File: config.mk
export PLATFORM = sky130hd
export DESIGN_NAME = thread_linked_queue_unit
export DESIGN_NICKNAME = d
export VERILOG_FILES = /design/src/sv/tlq_pkg.sv /design/src/sv/thread_linked_queue_unit.sv
export SDC_FILE = /design/constraint.sdc
export NUM_CORES = 1
export LEC_CHECK = 0
export ABC_AREA = 0
export BUFFER_PORTS_ARGS = -buffer_cell sky130_fd_sc_hd__buf_2
export CAP_MARGIN = 0
export CORE_AREA = 4 4 205 207
export DETAILED_ROUTE_END_ITERATION = 8
export DIE_AREA = 0 0 209 211
export PLACE_DENSITY_LB_ADDON = 0.15
export SYNTH_ARGS = -nofsm -noshare
export SYNTH_HDL_FRONTEND = slang
export SYNTH_SLANG_ARGS = --single-unit
export TNS_END_PERCENT = 1
File: constraint.sdc
create_clock -name clk -period 13.7 [get_ports clk]
set_input_delay 0 -clock clk [delete_from_list [all_inputs] [get_ports clk]]
set_output_delay 0 -clock clk [all_outputs]
set_load 0.02 [all_outputs]
File: src/sv/tlq_pkg.sv
// ============================================================================
// tlq_pkg - thread linked queue shared definitions
// Request and status codes, beat layouts and default sizing.
// ============================================================================
package tlq_pkg;

    localparam int MAX_THREADS_DEF = 32;

    // beat layouts
    localparam int REQ_W    = 3;
    localparam int TID_W    = 5;
    localparam int CNT_OUT_W = 6;
    localparam int STATUS_W = 2;
    localparam int IN_W     = 16;
    localparam int OUT_W    = 16;

    typedef enum logic [REQ_W-1:0] {
        REQ_PUSH   = 3'd0,
        REQ_INSERT = 3'd1,
        REQ_DELETE = 3'd2,
        REQ_POP    = 3'd3,
        REQ_QUERY  = 3'd4,
        REQ_CLEAR  = 3'd5
    } req_t;

    typedef enum logic [STATUS_W-1:0] {
        ST_OK         = 2'd0,
        ST_EMPTY      = 2'd1,
        ST_BAD_MEMBER = 2'd2
    } status_t;

endpackage

File: src/sv/thread_linked_queue_unit.sv
// ============================================================================
// thread_linked_queue_unit - ordered queue of thread numbers
// Doubly linked list in prev/next link memories with head, tail, count and
// one membership flop per thread.
// ============================================================================
// An input beat is registered together with the link memory words it needs,
// and the execute stage then resolves the operation, updates head, tail,
// count and membership and loads the output register that offers the result.
// While results drain, a new beat is taken every cycle but for the stall
// below. Each link memory has a single write port: an insert before a thread
// other than the head needs a second write to both memories in the cycle
// after it resolves, so no beat is taken in the cycle the insert resolves nor
// in the cycle of that second write. The link memories need no clearing
// after reset; the membership flops reset to empty.
module thread_linked_queue_unit #(
    parameter int MAX_THREADS = tlq_pkg::MAX_THREADS_DEF
) (
    input  logic                     clk,
    input  logic                     rst_n,
    input  logic                     s_tvalid,
    output logic                     s_tready,
    // [2:0] req_type, [7:3] thread_id, [12:8] target_thread, [15:13] zero
    input  logic [tlq_pkg::IN_W-1:0] s_tdata,
    output logic                     m_tvalid,
    input  logic                     m_tready,
    // [4:0] popped_thread, [5] found, [11:6] queue_count, [13:12] status,
    // [15:14] zero
    output logic [tlq_pkg::OUT_W-1:0] m_tdata
);

    localparam int IDX_W = (MAX_THREADS > 1) ? $clog2(MAX_THREADS) : 1;
    localparam int CNT_W = $clog2(MAX_THREADS + 1);

    // link memories, only entries of members are ever used
    logic [IDX_W-1:0] prev_mem [MAX_THREADS];
    logic [IDX_W-1:0] next_mem [MAX_THREADS];

    logic [MAX_THREADS-1:0] member_reg, member_next;
    logic [IDX_W-1:0]       head_reg, head_next;
    logic [IDX_W-1:0]       tail_reg, tail_next;
    logic [CNT_W-1:0]       cnt_reg, cnt_next;

    // execute stage
    logic                     ex_valid_reg;
    tlq_pkg::req_t            ex_req_reg;
    logic [tlq_pkg::TID_W-1:0] ex_th_reg, ex_tg_reg;
    logic [IDX_W-1:0]         rd_prev_reg, rd_next_reg;

    // second half of a mid-list insert
    logic             p2_valid_reg;
    logic [IDX_W-1:0] p2_th_reg, p2_tg_reg, p2_p_reg;

    logic                      out_valid_reg;
    logic [tlq_pkg::OUT_W-1:0] out_data_reg;

    logic s_accept, ex_fire, p2_set;

    // input decode
    tlq_pkg::req_t             in_req;
    logic [tlq_pkg::TID_W-1:0] in_th, in_tg;
    logic [IDX_W-1:0]          in_tg_idx, rd_next_addr;

    // memory write ports
    logic             prev_we, next_we;
    logic [IDX_W-1:0] prev_wa, prev_wd, next_wa, next_wd;

    // execute decode
    logic [IDX_W-1:0] th_idx, tg_idx, u_idx;
    logic             th_slot, tg_slot, th_mem, tg_mem, empty;
    logic             p_nil, n_nil;
    logic             ex_ok;
    logic [tlq_pkg::TID_W-1:0]  res_popped;
    logic                       res_found;
    tlq_pkg::status_t           res_status;
    logic [tlq_pkg::OUT_W-1:0]  res_data;

    assign in_req    = tlq_pkg::req_t'(s_tdata[2:0]);
    assign in_th     = s_tdata[7:3];
    assign in_tg     = s_tdata[12:8];
    assign in_tg_idx = IDX_W'(in_tg);
    // a pop reads the successor of the head as it stands after this edge
    assign rd_next_addr = (in_req == tlq_pkg::REQ_POP) ? head_next : in_tg_idx;

    assign ex_fire  = ex_valid_reg && !p2_valid_reg && (!out_valid_reg || m_tready);
    assign s_tready = !p2_valid_reg && !p2_set && (!ex_valid_reg || ex_fire);
    assign s_accept = s_tvalid && s_tready;

    assign th_idx  = IDX_W'(ex_th_reg);
    assign tg_idx  = IDX_W'(ex_tg_reg);
    assign th_slot = 32'(ex_th_reg) < 32'(MAX_THREADS);
    assign tg_slot = 32'(ex_tg_reg) < 32'(MAX_THREADS);
    assign th_mem  = th_slot && member_reg[th_idx];
    assign tg_mem  = tg_slot && member_reg[tg_idx];
    assign empty   = (cnt_reg == '0);
    assign u_idx   = (ex_req_reg == tlq_pkg::REQ_POP) ? head_reg : tg_idx;
    // head has no predecessor and tail no successor, whatever the links hold
    assign p_nil   = (u_idx == head_reg);
    assign n_nil   = (u_idx == tail_reg);

    always_comb
    begin
        ex_ok       = 1'b0;
        res_popped  = '0;
        res_found   = 1'b0;
        res_status  = tlq_pkg::ST_OK;
        head_next   = head_reg;
        tail_next   = tail_reg;
        cnt_next    = cnt_reg;
        member_next = member_reg;
        prev_we     = 1'b0;
        prev_wa     = p2_tg_reg;
        prev_wd     = p2_th_reg;
        next_we     = 1'b0;
        next_wa     = p2_p_reg;
        next_wd     = p2_th_reg;
        p2_set      = 1'b0;

        if (p2_valid_reg)
        begin
            prev_we = 1'b1;
            next_we = 1'b1;
        end
        else if (ex_fire)
        begin
            unique case (ex_req_reg) inside
                tlq_pkg::REQ_PUSH:
                begin
                    if (!th_slot || th_mem)
                        res_status = tlq_pkg::ST_BAD_MEMBER;
                    else
                    begin
                        ex_ok = 1'b1;
                        if (empty)
                            head_next = th_idx;
                        else
                        begin
                            prev_we = 1'b1;
                            prev_wa = th_idx;
                            prev_wd = tail_reg;
                            next_we = 1'b1;
                            next_wa = tail_reg;
                            next_wd = th_idx;
                        end
                        tail_next           = th_idx;
                        member_next[th_idx] = 1'b1;
                        cnt_next            = cnt_reg + CNT_W'(1);
                    end
                end
                tlq_pkg::REQ_INSERT:
                begin
                    if (!tg_mem || !th_slot || th_mem)
                        res_status = tlq_pkg::ST_BAD_MEMBER;
                    else
                    begin
                        ex_ok   = 1'b1;
                        next_we = 1'b1;
                        next_wa = th_idx;
                        next_wd = tg_idx;
                        prev_we = 1'b1;
                        if (p_nil)
                        begin
                            prev_wa   = tg_idx;
                            prev_wd   = th_idx;
                            head_next = th_idx;
                        end
                        else
                        begin
                            // prev[tg] and next[p] follow in the next cycle
                            prev_wa = th_idx;
                            prev_wd = rd_prev_reg;
                            p2_set  = 1'b1;
                        end
                        member_next[th_idx] = 1'b1;
                        cnt_next            = cnt_reg + CNT_W'(1);
                    end
                end
                tlq_pkg::REQ_DELETE, tlq_pkg::REQ_POP:
                begin
                    if (ex_req_reg == tlq_pkg::REQ_DELETE && !tg_mem)
                        res_status = tlq_pkg::ST_BAD_MEMBER;
                    else if (ex_req_reg == tlq_pkg::REQ_POP && empty)
                        res_status = tlq_pkg::ST_EMPTY;
                    else
                    begin
                        ex_ok = 1'b1;
                        if (ex_req_reg == tlq_pkg::REQ_POP)
                        begin
                            res_popped = tlq_pkg::TID_W'(head_reg);
                            res_found  = 1'b1;
                        end
                        if (p_nil)
                            head_next = rd_next_reg;
                        if (n_nil)
                            tail_next = rd_prev_reg;
                        if (!p_nil && !n_nil)
                        begin
                            next_we = 1'b1;
                            next_wa = rd_prev_reg;
                            next_wd = rd_next_reg;
                            prev_we = 1'b1;
                            prev_wa = rd_next_reg;
                            prev_wd = rd_prev_reg;
                        end
                        member_next[u_idx] = 1'b0;
                        cnt_next           = cnt_reg - CNT_W'(1);
                    end
                end
                tlq_pkg::REQ_QUERY:
                begin
                    res_found = th_mem;
                end
                tlq_pkg::REQ_CLEAR:
                begin
                    member_next = '0;
                    cnt_next    = '0;
                end
                default:
                begin
                end
            endcase
        end
    end

    assign res_data = {2'b00, res_status, tlq_pkg::CNT_OUT_W'(cnt_next), res_found,
                       res_popped};

    always_ff @(posedge clk)
    begin
        if (prev_we)
            prev_mem[prev_wa] <= prev_wd;
        if (s_accept)
        begin
            // write-first read so a beat sees the update made on the same edge
            if (prev_we && prev_wa == in_tg_idx)
                rd_prev_reg <= prev_wd;
            else
                rd_prev_reg <= prev_mem[in_tg_idx];
        end
    end

    always_ff @(posedge clk)
    begin
        if (next_we)
            next_mem[next_wa] <= next_wd;
        if (s_accept)
        begin
            if (next_we && next_wa == rd_next_addr)
                rd_next_reg <= next_wd;
            else
                rd_next_reg <= next_mem[rd_next_addr];
        end
    end

    always_ff @(posedge clk)
    begin
        if (s_accept)
        begin
            ex_req_reg <= in_req;
            ex_th_reg  <= in_th;
            ex_tg_reg  <= in_tg;
        end
        if (p2_set)
        begin
            p2_th_reg <= th_idx;
            p2_tg_reg <= tg_idx;
            p2_p_reg  <= rd_prev_reg;
        end
        if (ex_fire)
            out_data_reg <= res_data;
        head_reg <= head_next;
        tail_reg <= tail_next;
    end

    always_ff @(posedge clk or negedge rst_n)
    begin
        if (!rst_n)
        begin
            ex_valid_reg  <= 1'b0;
            p2_valid_reg  <= 1'b0;
            out_valid_reg <= 1'b0;
            member_reg    <= '0;
            cnt_reg       <= '0;
        end
        else
        begin
            if (s_accept)
                ex_valid_reg <= 1'b1;
            else if (ex_fire)
                ex_valid_reg <= 1'b0;
            p2_valid_reg <= p2_set;
            if (ex_fire)
                out_valid_reg <= 1'b1;
            else if (m_tready)
                out_valid_reg <= 1'b0;
            member_reg <= member_next;
            cnt_reg    <= cnt_next;
        end
    end

    assign m_tvalid = out_valid_reg;
    assign m_tdata  = out_data_reg;

`ifndef ASSERT_OFF
    // no beat is taken while the second insert write is pending
    assert property (@(posedge clk) disable iff (!rst_n) p2_valid_reg |-> !s_accept)
        else $error("beat accepted during pending link write");

    // the pending write lasts exactly one cycle
    assert property (@(posedge clk) disable iff (!rst_n) p2_valid_reg |=> !p2_valid_reg)
        else $error("pending link write held too long");

    // count tracks the membership flops
    assert property (@(posedge clk) disable iff (!rst_n)
        $countones(member_reg) == int'(cnt_reg))
        else $error("queue count differs from membership");

    // a step never leaves an unread result overwritten
    assert property (@(posedge clk) disable iff (!rst_n)
        (out_valid_reg && !m_tready) |-> !ex_fire)
        else $error("result overwritten while stalled");

    // a pushed or inserted thread is a member afterwards
    assert property (@(posedge clk) disable iff (!rst_n)
        (ex_ok && (ex_req_reg == tlq_pkg::REQ_PUSH || ex_req_reg == tlq_pkg::REQ_INSERT))
        |=> member_reg[$past(th_idx)])
        else $error("added thread not marked as member");
`endif

endmodule
# ---- Word-level counts from Yosys, hierarchy flattened
# Memory sizes are Yosys's and may differ from the RTL's. A register that Yosys moved wholly into a read port is not among the register bits.
# Index checks and enable logic that the tools add are counted.
dict set report op_classes {
  addsub 2
  n_mul 0
  div 0
  order_cmp 5
  n_eq_ne 13
  shift 0
  n_mux 104
  bitwise_logic 6
  n_reduce_logical 30
}
# op count
set ops {}
lappend ops {{5-bit two-way mux} 49}
lappend ops {{32-bit two-way mux} 4}
lappend ops {{32-bit case mux with 4 select lines} 1}
lappend ops {{5-bit case mux with 3 select lines} 5}
lappend ops {{6-bit two-way mux} 6}
lappend ops {{32-bit AND} 1}
lappend ops {{32-bit NOT} 1}
lappend ops {{32-bit OR} 1}
lappend ops {{1-bit two-way mux} 27}
lappend ops {{6-bit case mux with 4 select lines} 1}
lappend ops {{5-bit by 6-bit < comparator with 1-bit output, second input constant} 3}
lappend ops {{7-bit AND reduction} 2}
lappend ops {{1-bit binary-select mux with 5-bit select} 2}
lappend ops {{1-bit demux with 5-bit select} 2}
lappend ops {{5-bit equality test} 2}
lappend ops {{5-bit by 1-bit >= comparator with 1-bit output, second input constant} 2}
lappend ops {{1-bit logical AND} 10}
lappend ops {{2-bit != test, second input constant} 5}
lappend ops {{5-bit case mux with 2 select lines} 1}
lappend ops {{3-bit by 2-bit equality test with 1-bit output, second input constant} 3}
lappend ops {{1-bit zero test} 7}
lappend ops {{6-bit by 1-bit adder with 6-bit output, second input constant} 1}
lappend ops {{3-bit equality test, second input constant} 2}
lappend ops {{6-bit zero test} 1}
lappend ops {{13 further kinds} 21}
dict set report totals {
  register_bits 93
  latch_bits 0
  mem_bits_rw 320
  romBits 0
  inputBits 20
  elab_cells 178
  n_memories 2
}
# memory depth width rd rd_ports_with_merged_regs wr line_no
set memory_table {}
lappend memory_table {next_mem 32 5 1 1 1 thread_linked_queue_unit.sv:36} ;# logic [IDX_W-1:0] next_mem [MAX_THREADS];
lappend memory_table {prev_mem 32 5 1 1 1 thread_linked_queue_unit.sv:35} ;# logic [IDX_W-1:0] prev_mem [MAX_THREADS];

# ---- Logic depth before layout (Yosys ltp)
dict set report depth {
  depth_word 13
  mapped_depth 19
  depth_no_buf 14
}

# ---- Worst setup path before layout
# No wires, ideal clock.
dict set report synth_path {
  kind {register -> register}
  start {register ex_th_reg[1] (netlist name)}
  end {register ex_valid_reg}
  setup_ps 119
  arrival_time_ps 4910
  required_ps 13581
  path_slack_ps 8671
  path_stages_with_launch 13
  n_path_buf 3
  synth_period_minus_slack_ps 5029
  cell_sequence {edfxtp_1 -> buf_6 -> mux2_1 -> a221o_1 -> nand2_1 -> nand4_2 -> a21o_1 -> clkbuf_1 -> clkbuf_1 -> nor4_1 -> a211oi_1 -> and2_1 -> a21o_1}
}
dict set report synth_between {
  elab_chain_cells 12
}
# element line_no
set synth_lines {}
lappend synth_lines {{start: declaration} thread_linked_queue_unit.sv:46} ;# logic [tlq_pkg::TID_W-1:0] ex_th_reg, ex_tg_reg;
lappend synth_lines {{start signal: assignment} thread_linked_queue_unit.sv:259} ;# ex_th_reg <= in_th;
lappend synth_lines {{1-bit binary-select mux with 5-bit select *} thread_linked_queue_unit.sv:92} ;# assign th_mem = th_slot && member_reg[th_idx];
lappend synth_lines {{1-bit two-way mux (implied by the code) *} thread_linked_queue_unit.sv:92}
lappend synth_lines {{1-bit logical OR *} thread_linked_queue_unit.sv:151} ;# if (!tg_mem || !th_slot || th_mem)
lappend synth_lines {{1-bit two-way mux *} thread_linked_queue_unit.sv:151}
lappend synth_lines {{1-bit two-way mux *} thread_linked_queue_unit.sv:125} ;# unique case (ex_req_reg) inside
lappend synth_lines {{1-bit two-way mux *} thread_linked_queue_unit.sv:123} ;# else if (ex_fire)
lappend synth_lines {{1-bit two-way mux *} thread_linked_queue_unit.sv:118} ;# if (p2_valid_reg)
lappend synth_lines {{named net p2_set} thread_linked_queue_unit.sv:56} ;# logic s_accept, ex_fire, p2_set;
lappend synth_lines {{1-bit zero test *} thread_linked_queue_unit.sv:85} ;# assign s_tready = !p2_valid_reg && !p2_set && (!ex_valid_reg || ex_fire);
lappend synth_lines {{1-bit logical AND * (2 in a row)} thread_linked_queue_unit.sv:85}
lappend synth_lines {{named net s_tready} thread_linked_queue_unit.sv:21} ;# output logic s_tready,
lappend synth_lines {{1-bit logical AND *} thread_linked_queue_unit.sv:86} ;# assign s_accept = s_tvalid && s_tready;
lappend synth_lines {{named net s_accept} thread_linked_queue_unit.sv:56}
lappend synth_lines {{1-bit two-way mux or 2-bit nonzero test (tied branches)} -}
lappend synth_lines {{end signal: assignment} thread_linked_queue_unit.sv:278} ;# ex_valid_reg <= 1'b0;
lappend synth_lines {{end signal: assignment} thread_linked_queue_unit.sv:287} ;# ex_valid_reg <= 1'b1;
lappend synth_lines {{end signal: assignment} thread_linked_queue_unit.sv:289} ;# ex_valid_reg <= 1'b0;
lappend synth_lines {{end: declaration} thread_linked_queue_unit.sv:44} ;# logic ex_valid_reg;
# Mark *: on every way through the listed nets, which the timed path passes. The rest lies on a longest branch. The select of a mux whose other input is x is not followed.
# A chain may end at the register's enable or synchronous reset.

# ---- Final worst setup path
dict set report layout_path {
  start {register ex_th_reg[0] (netlist name)}
  end {register rd_next_reg[4], read port of next_mem, data pin}
}
dict set report layout_between {
  elab_chain_cells 11
}
# element line_no
set layout_lines {}
lappend layout_lines {{1-bit binary-select mux with 5-bit select} thread_linked_queue_unit.sv:92}
lappend layout_lines {{1-bit two-way mux (implied by the code)} thread_linked_queue_unit.sv:92}
lappend layout_lines {{1-bit logical OR} thread_linked_queue_unit.sv:151}
lappend layout_lines {{1-bit two-way mux} thread_linked_queue_unit.sv:151}
lappend layout_lines {{1-bit two-way mux} thread_linked_queue_unit.sv:125}
lappend layout_lines {{1-bit two-way mux} thread_linked_queue_unit.sv:123}
lappend layout_lines {{1-bit two-way mux} thread_linked_queue_unit.sv:118}
lappend layout_lines {{1-bit zero test} thread_linked_queue_unit.sv:85}
lappend layout_lines {{1-bit logical AND (2 in a row)} thread_linked_queue_unit.sv:85}
lappend layout_lines {{1-bit logical AND} thread_linked_queue_unit.sv:86}
lappend layout_lines {{end: declaration} thread_linked_queue_unit.sv:47} ;# logic [IDX_W-1:0] rd_prev_reg, rd_next_reg;
# Several ways; a longest one is shown, not always the timed one. The select of a mux whose other input is x is not followed.

==> key figures <==
Outcome
  • Outcome: finished, final reports clean

Floorplanning
  • Chip Height: 211 um
  • Die Area: 0.04410 sq mm
  • Core Footprint: 0.04037 sq mm
  • Num ports: 38
  • Rows: 74
  • Initial Utilization: 49.46%
  • Die Width: 209 um

Layout
  • Post-Layout Cell Count: 2,136
  • P&R area growth vs syn: 10.62%
  • Final #Nets: 1,595
  • # diodes: 0
  • Share of cells above drive strength 1: 15.65%

Min path
  • Hold Path Stages: 3
  • WHS Endpoint: ex_req_reg[1]
  • Worst hold path startpoint: s_tvalid
  • Hold Crit Class: in -> reg

Route
  • Via/cell ratio: 6.220
  • Drt first pass iters: 6
  • First DRT Iteration DRCs: 1,703
  • Average routed wire per standard cell: 23.68 um
  • DRC Markers: 0
  • Remaining antenna violation count: 0
  • Final WL: 50.58 mm
  • Vias: 13,286

Power
  • P_leak: 7.478 nW
  • P_sw: 1.310 mW
  • Peak VDD IR: 0.00007630 V
  • Pwr dens: 177.5 mW/mm^2
  • Switching share of power: 33.44%
  • Reg power frac: 44.7%
  • Pint: 2.609 mW
  • Comb power frac: 26.1%
  • Clock network power share: 29.3%

Worst setup path
  • Slowest-stage cell, CP: edfxtp_1
  • R2R cell count: 15
  • CP endpoint kind: flip-flop
  • Worst r2r src: ex_th_reg[0]
  • CP most frequent cell: buf_4
  • CP startpoint kind: flip-flop
  • CP required: 14.12 ns
  • Worst-path cell chain: inv_1 -> a221o_1 -> nand2_1 -> nand4_2 -> a21o_1 -> buf_4 -> o32a_2 -> a21oi_2 -> or3_2 -> buf_4 -> a21oi_1 -> a22oi_1 -> o311ai_1 -> or4_1 -> a31oi_1
  • R2r endpoint: rd_next_reg[4]
  • Reg-to-reg slack, setup: 7.67 ns
  • Worst EP arrival: 6.45 ns
  • CP max stage delay: 0.93 ns
  • CP Class: reg -> reg
  • Critical Path Fanout Max: 28

Synth
  • Synthesized cell area: 0.01997 sq mm
  • Post-synth ARST share: 9.693%
  • Synth warn: 0
  • Sequential fraction of the synthesis area: 62.34%
  • Mean Syn Cell Area: 12.85 sq um
  • Post-synthesis cell count: 1,554
  • Top post-synthesis cells by area: edfxtp_1, mux4_2, dfrtp_1, a21oi_1, mux2i_1
  • Most frequent cells after synthesis: edfxtp_1, nand2_1, nor2_1
  • Cell with the most instances after synthesis: edfxtp_1
  • Top_reg_cell synth: edfxtp_1
  • Synth area leader: edfxtp_1
  • Number of synthesized register bits: 423
  • Number of synthesized flops with an enable pin: 377
  • Yosys cell types: 92
  • Yosys top cell area share: 56.70%

STA
  • FMAX: 165.9 MHz
  • Final setup fails: 0
  • Final cycle utilization of the critical path: 43.99%
  • Max_slew headroom: 22.21%
  • Setup TNS: 0 ns
  • Max Slew Vio Count: 0
  • Endpoints failing hold: 0
  • Worst-Margin Slew: 1.166 ns
  • Fin crit period: 6.027 ns
  • RSZ-0062 raised after global routing: false
  • Fin Clk Skew: 0.02646 ns

Placed design
  • Placer Congestion: 0.8991
  • PortBufs: 32
  • Inst Count DP: 2,046
  • Post-DP HPWL: 32.19 mm

GRT
  • Largest net degree at the start of global routing: 47
  • Global Route Usage Sum: 22.69%
  • Number of global-route vias before repair: 12,789
  • First-pass GRT wire length: 78.02 mm
  • GRT overflow: 0
  • Antenna violations before repair: 0

Clock network
  • CTS sink cnt: 423
  • Post-cts gate resize count: 0
  • CTS HTree Levels: 2
  • Clock Latency Late Sink: 0.58 ns
  • Num CTS Buffers: 44
  • TritonCTS clock tree: built
  • Clk buf depth: 3
  • Worst-path clk slew: 0.06 ns
  • Clk root buf: clkbuf_16

Run
  • Max-cap violations: 0
[metal layers]
metal | vias up | part of all wire [%] | track usage, %
met3 | 84 | 6.9 | 2.926
li1 | 6005 | - | -
met4 | 0 | 2.2 | 6.548
met2 | 563 | 47 | 36.27
met5 | - | 0 | 0
met1 | 6634 | 43 | 33.20
[worst max-delay path: cells and delay by family (launching register included)]
kind	cells	cell delay, ns
simple gates	4	1.68
buf+inv	3	1.03
compound gates	8	2.17
flops	1	0.93
[how the worst max path moves through the flow]
stage | cells past startpoint | endpoint | slack [ns] | startpoint
global placement | 15 | rd_next_reg[4] | 7.89 | ex_th_reg[0]
floorplan | 12 | ex_valid_reg | 8.67 | ex_th_reg[1]
finish | 15 | rd_next_reg[4] | 7.67 | ex_th_reg[0]
global route | 15 | rd_next_reg[4] | 7.54 | ex_th_reg[0]
CTS | 15 | rd_next_reg[4] | 7.75 | ex_th_reg[0]
detailed placement | 15 | rd_next_reg[4] | 7.80 | ex_th_reg[0]
[kinds of logic after synthesis]
| group | Yosys count | synth area share, % |
|---|---|---|
| fa+ha+maj | 2 | 0.1253 |
| simple gates | 469 | 10.94 |
| other cells | 1 | 0.01878 |
| buf+inv | 122 | 2.920 |
| flops | 423 | 62.34 |
| compound gates | 374 | 12.26 |
| xor+xnor | 19 | 0.8335 |
| mux | 144 | 10.57 |
[cell usage in the layout (no fill, tap or decap), drive strengths merged, types with 41 or more instances in the layout]
cell type  count
clkbuf        54
mux4          50
edfxtp       377
o21ai         76
dfrtp         41
nor2         142
buf           65
nand2        182
mux2i         70
a21oi        140
[power by group through the flow]
| stage | sequential [mW] | combinational [mW] | clock (mW) |
|---|---|---|---|
| after floorplan | 1.73 | 0.710 | 0 |
| after global placement | 1.77 | 0.991 | 0 |
| after detailed placement | 1.77 | 1.01 | 0 |
| after CTS | 1.75 | 1.02 | 1.17 |
| after global routing | 1.76 | 1.11 | 1.23 |
| final | 1.75 | 1.02 | 1.15 |
[cell type report]
| cell class | count | area (sq um) |
|---|---|---|
| sequential | 423 | 12450 |
| tap | 532 | 665.6 |
| inverter | 16 | 60.06 |
| multi-input combinational | 1010 | 7004 |
| timing repair buffer | 78 | 538.0 |
| clock buffer | 54 | 1139 |
| clock inverter | 23 | 231.5 |
| fill | 3382 | 18280 |
[metrics by stage]
step | setup WS, ns | hold slack, ns | area [sq um] | util (%) | power, mW
detailed placement | 7.802 | 0.1787 | 20580 | 50.99 | 2.781
finish | 7.673 | 0.09510 | 22080 | 54.71 | 3.919
global placement | 7.891 | 0.1780 | 20580 | 50.99 | 2.759
CTS | 7.753 | 0.07283 | 22080 | 54.71 | 3.932
global route | 7.536 | 0.1017 | 22080 | 54.71 | 4.099
floorplan | 8.671 | -0.2956 | 19970 | - | 2.445
[repair_timing]
item / CTS / global route
hold buffers: 13 / 0
endpoints found under the hold margin: 53 / 0
endpoints found under the setup margin: 0 / 0
buffers inserted: 0 / 0
No activity file was read; power rests on OpenSTA's default activity.
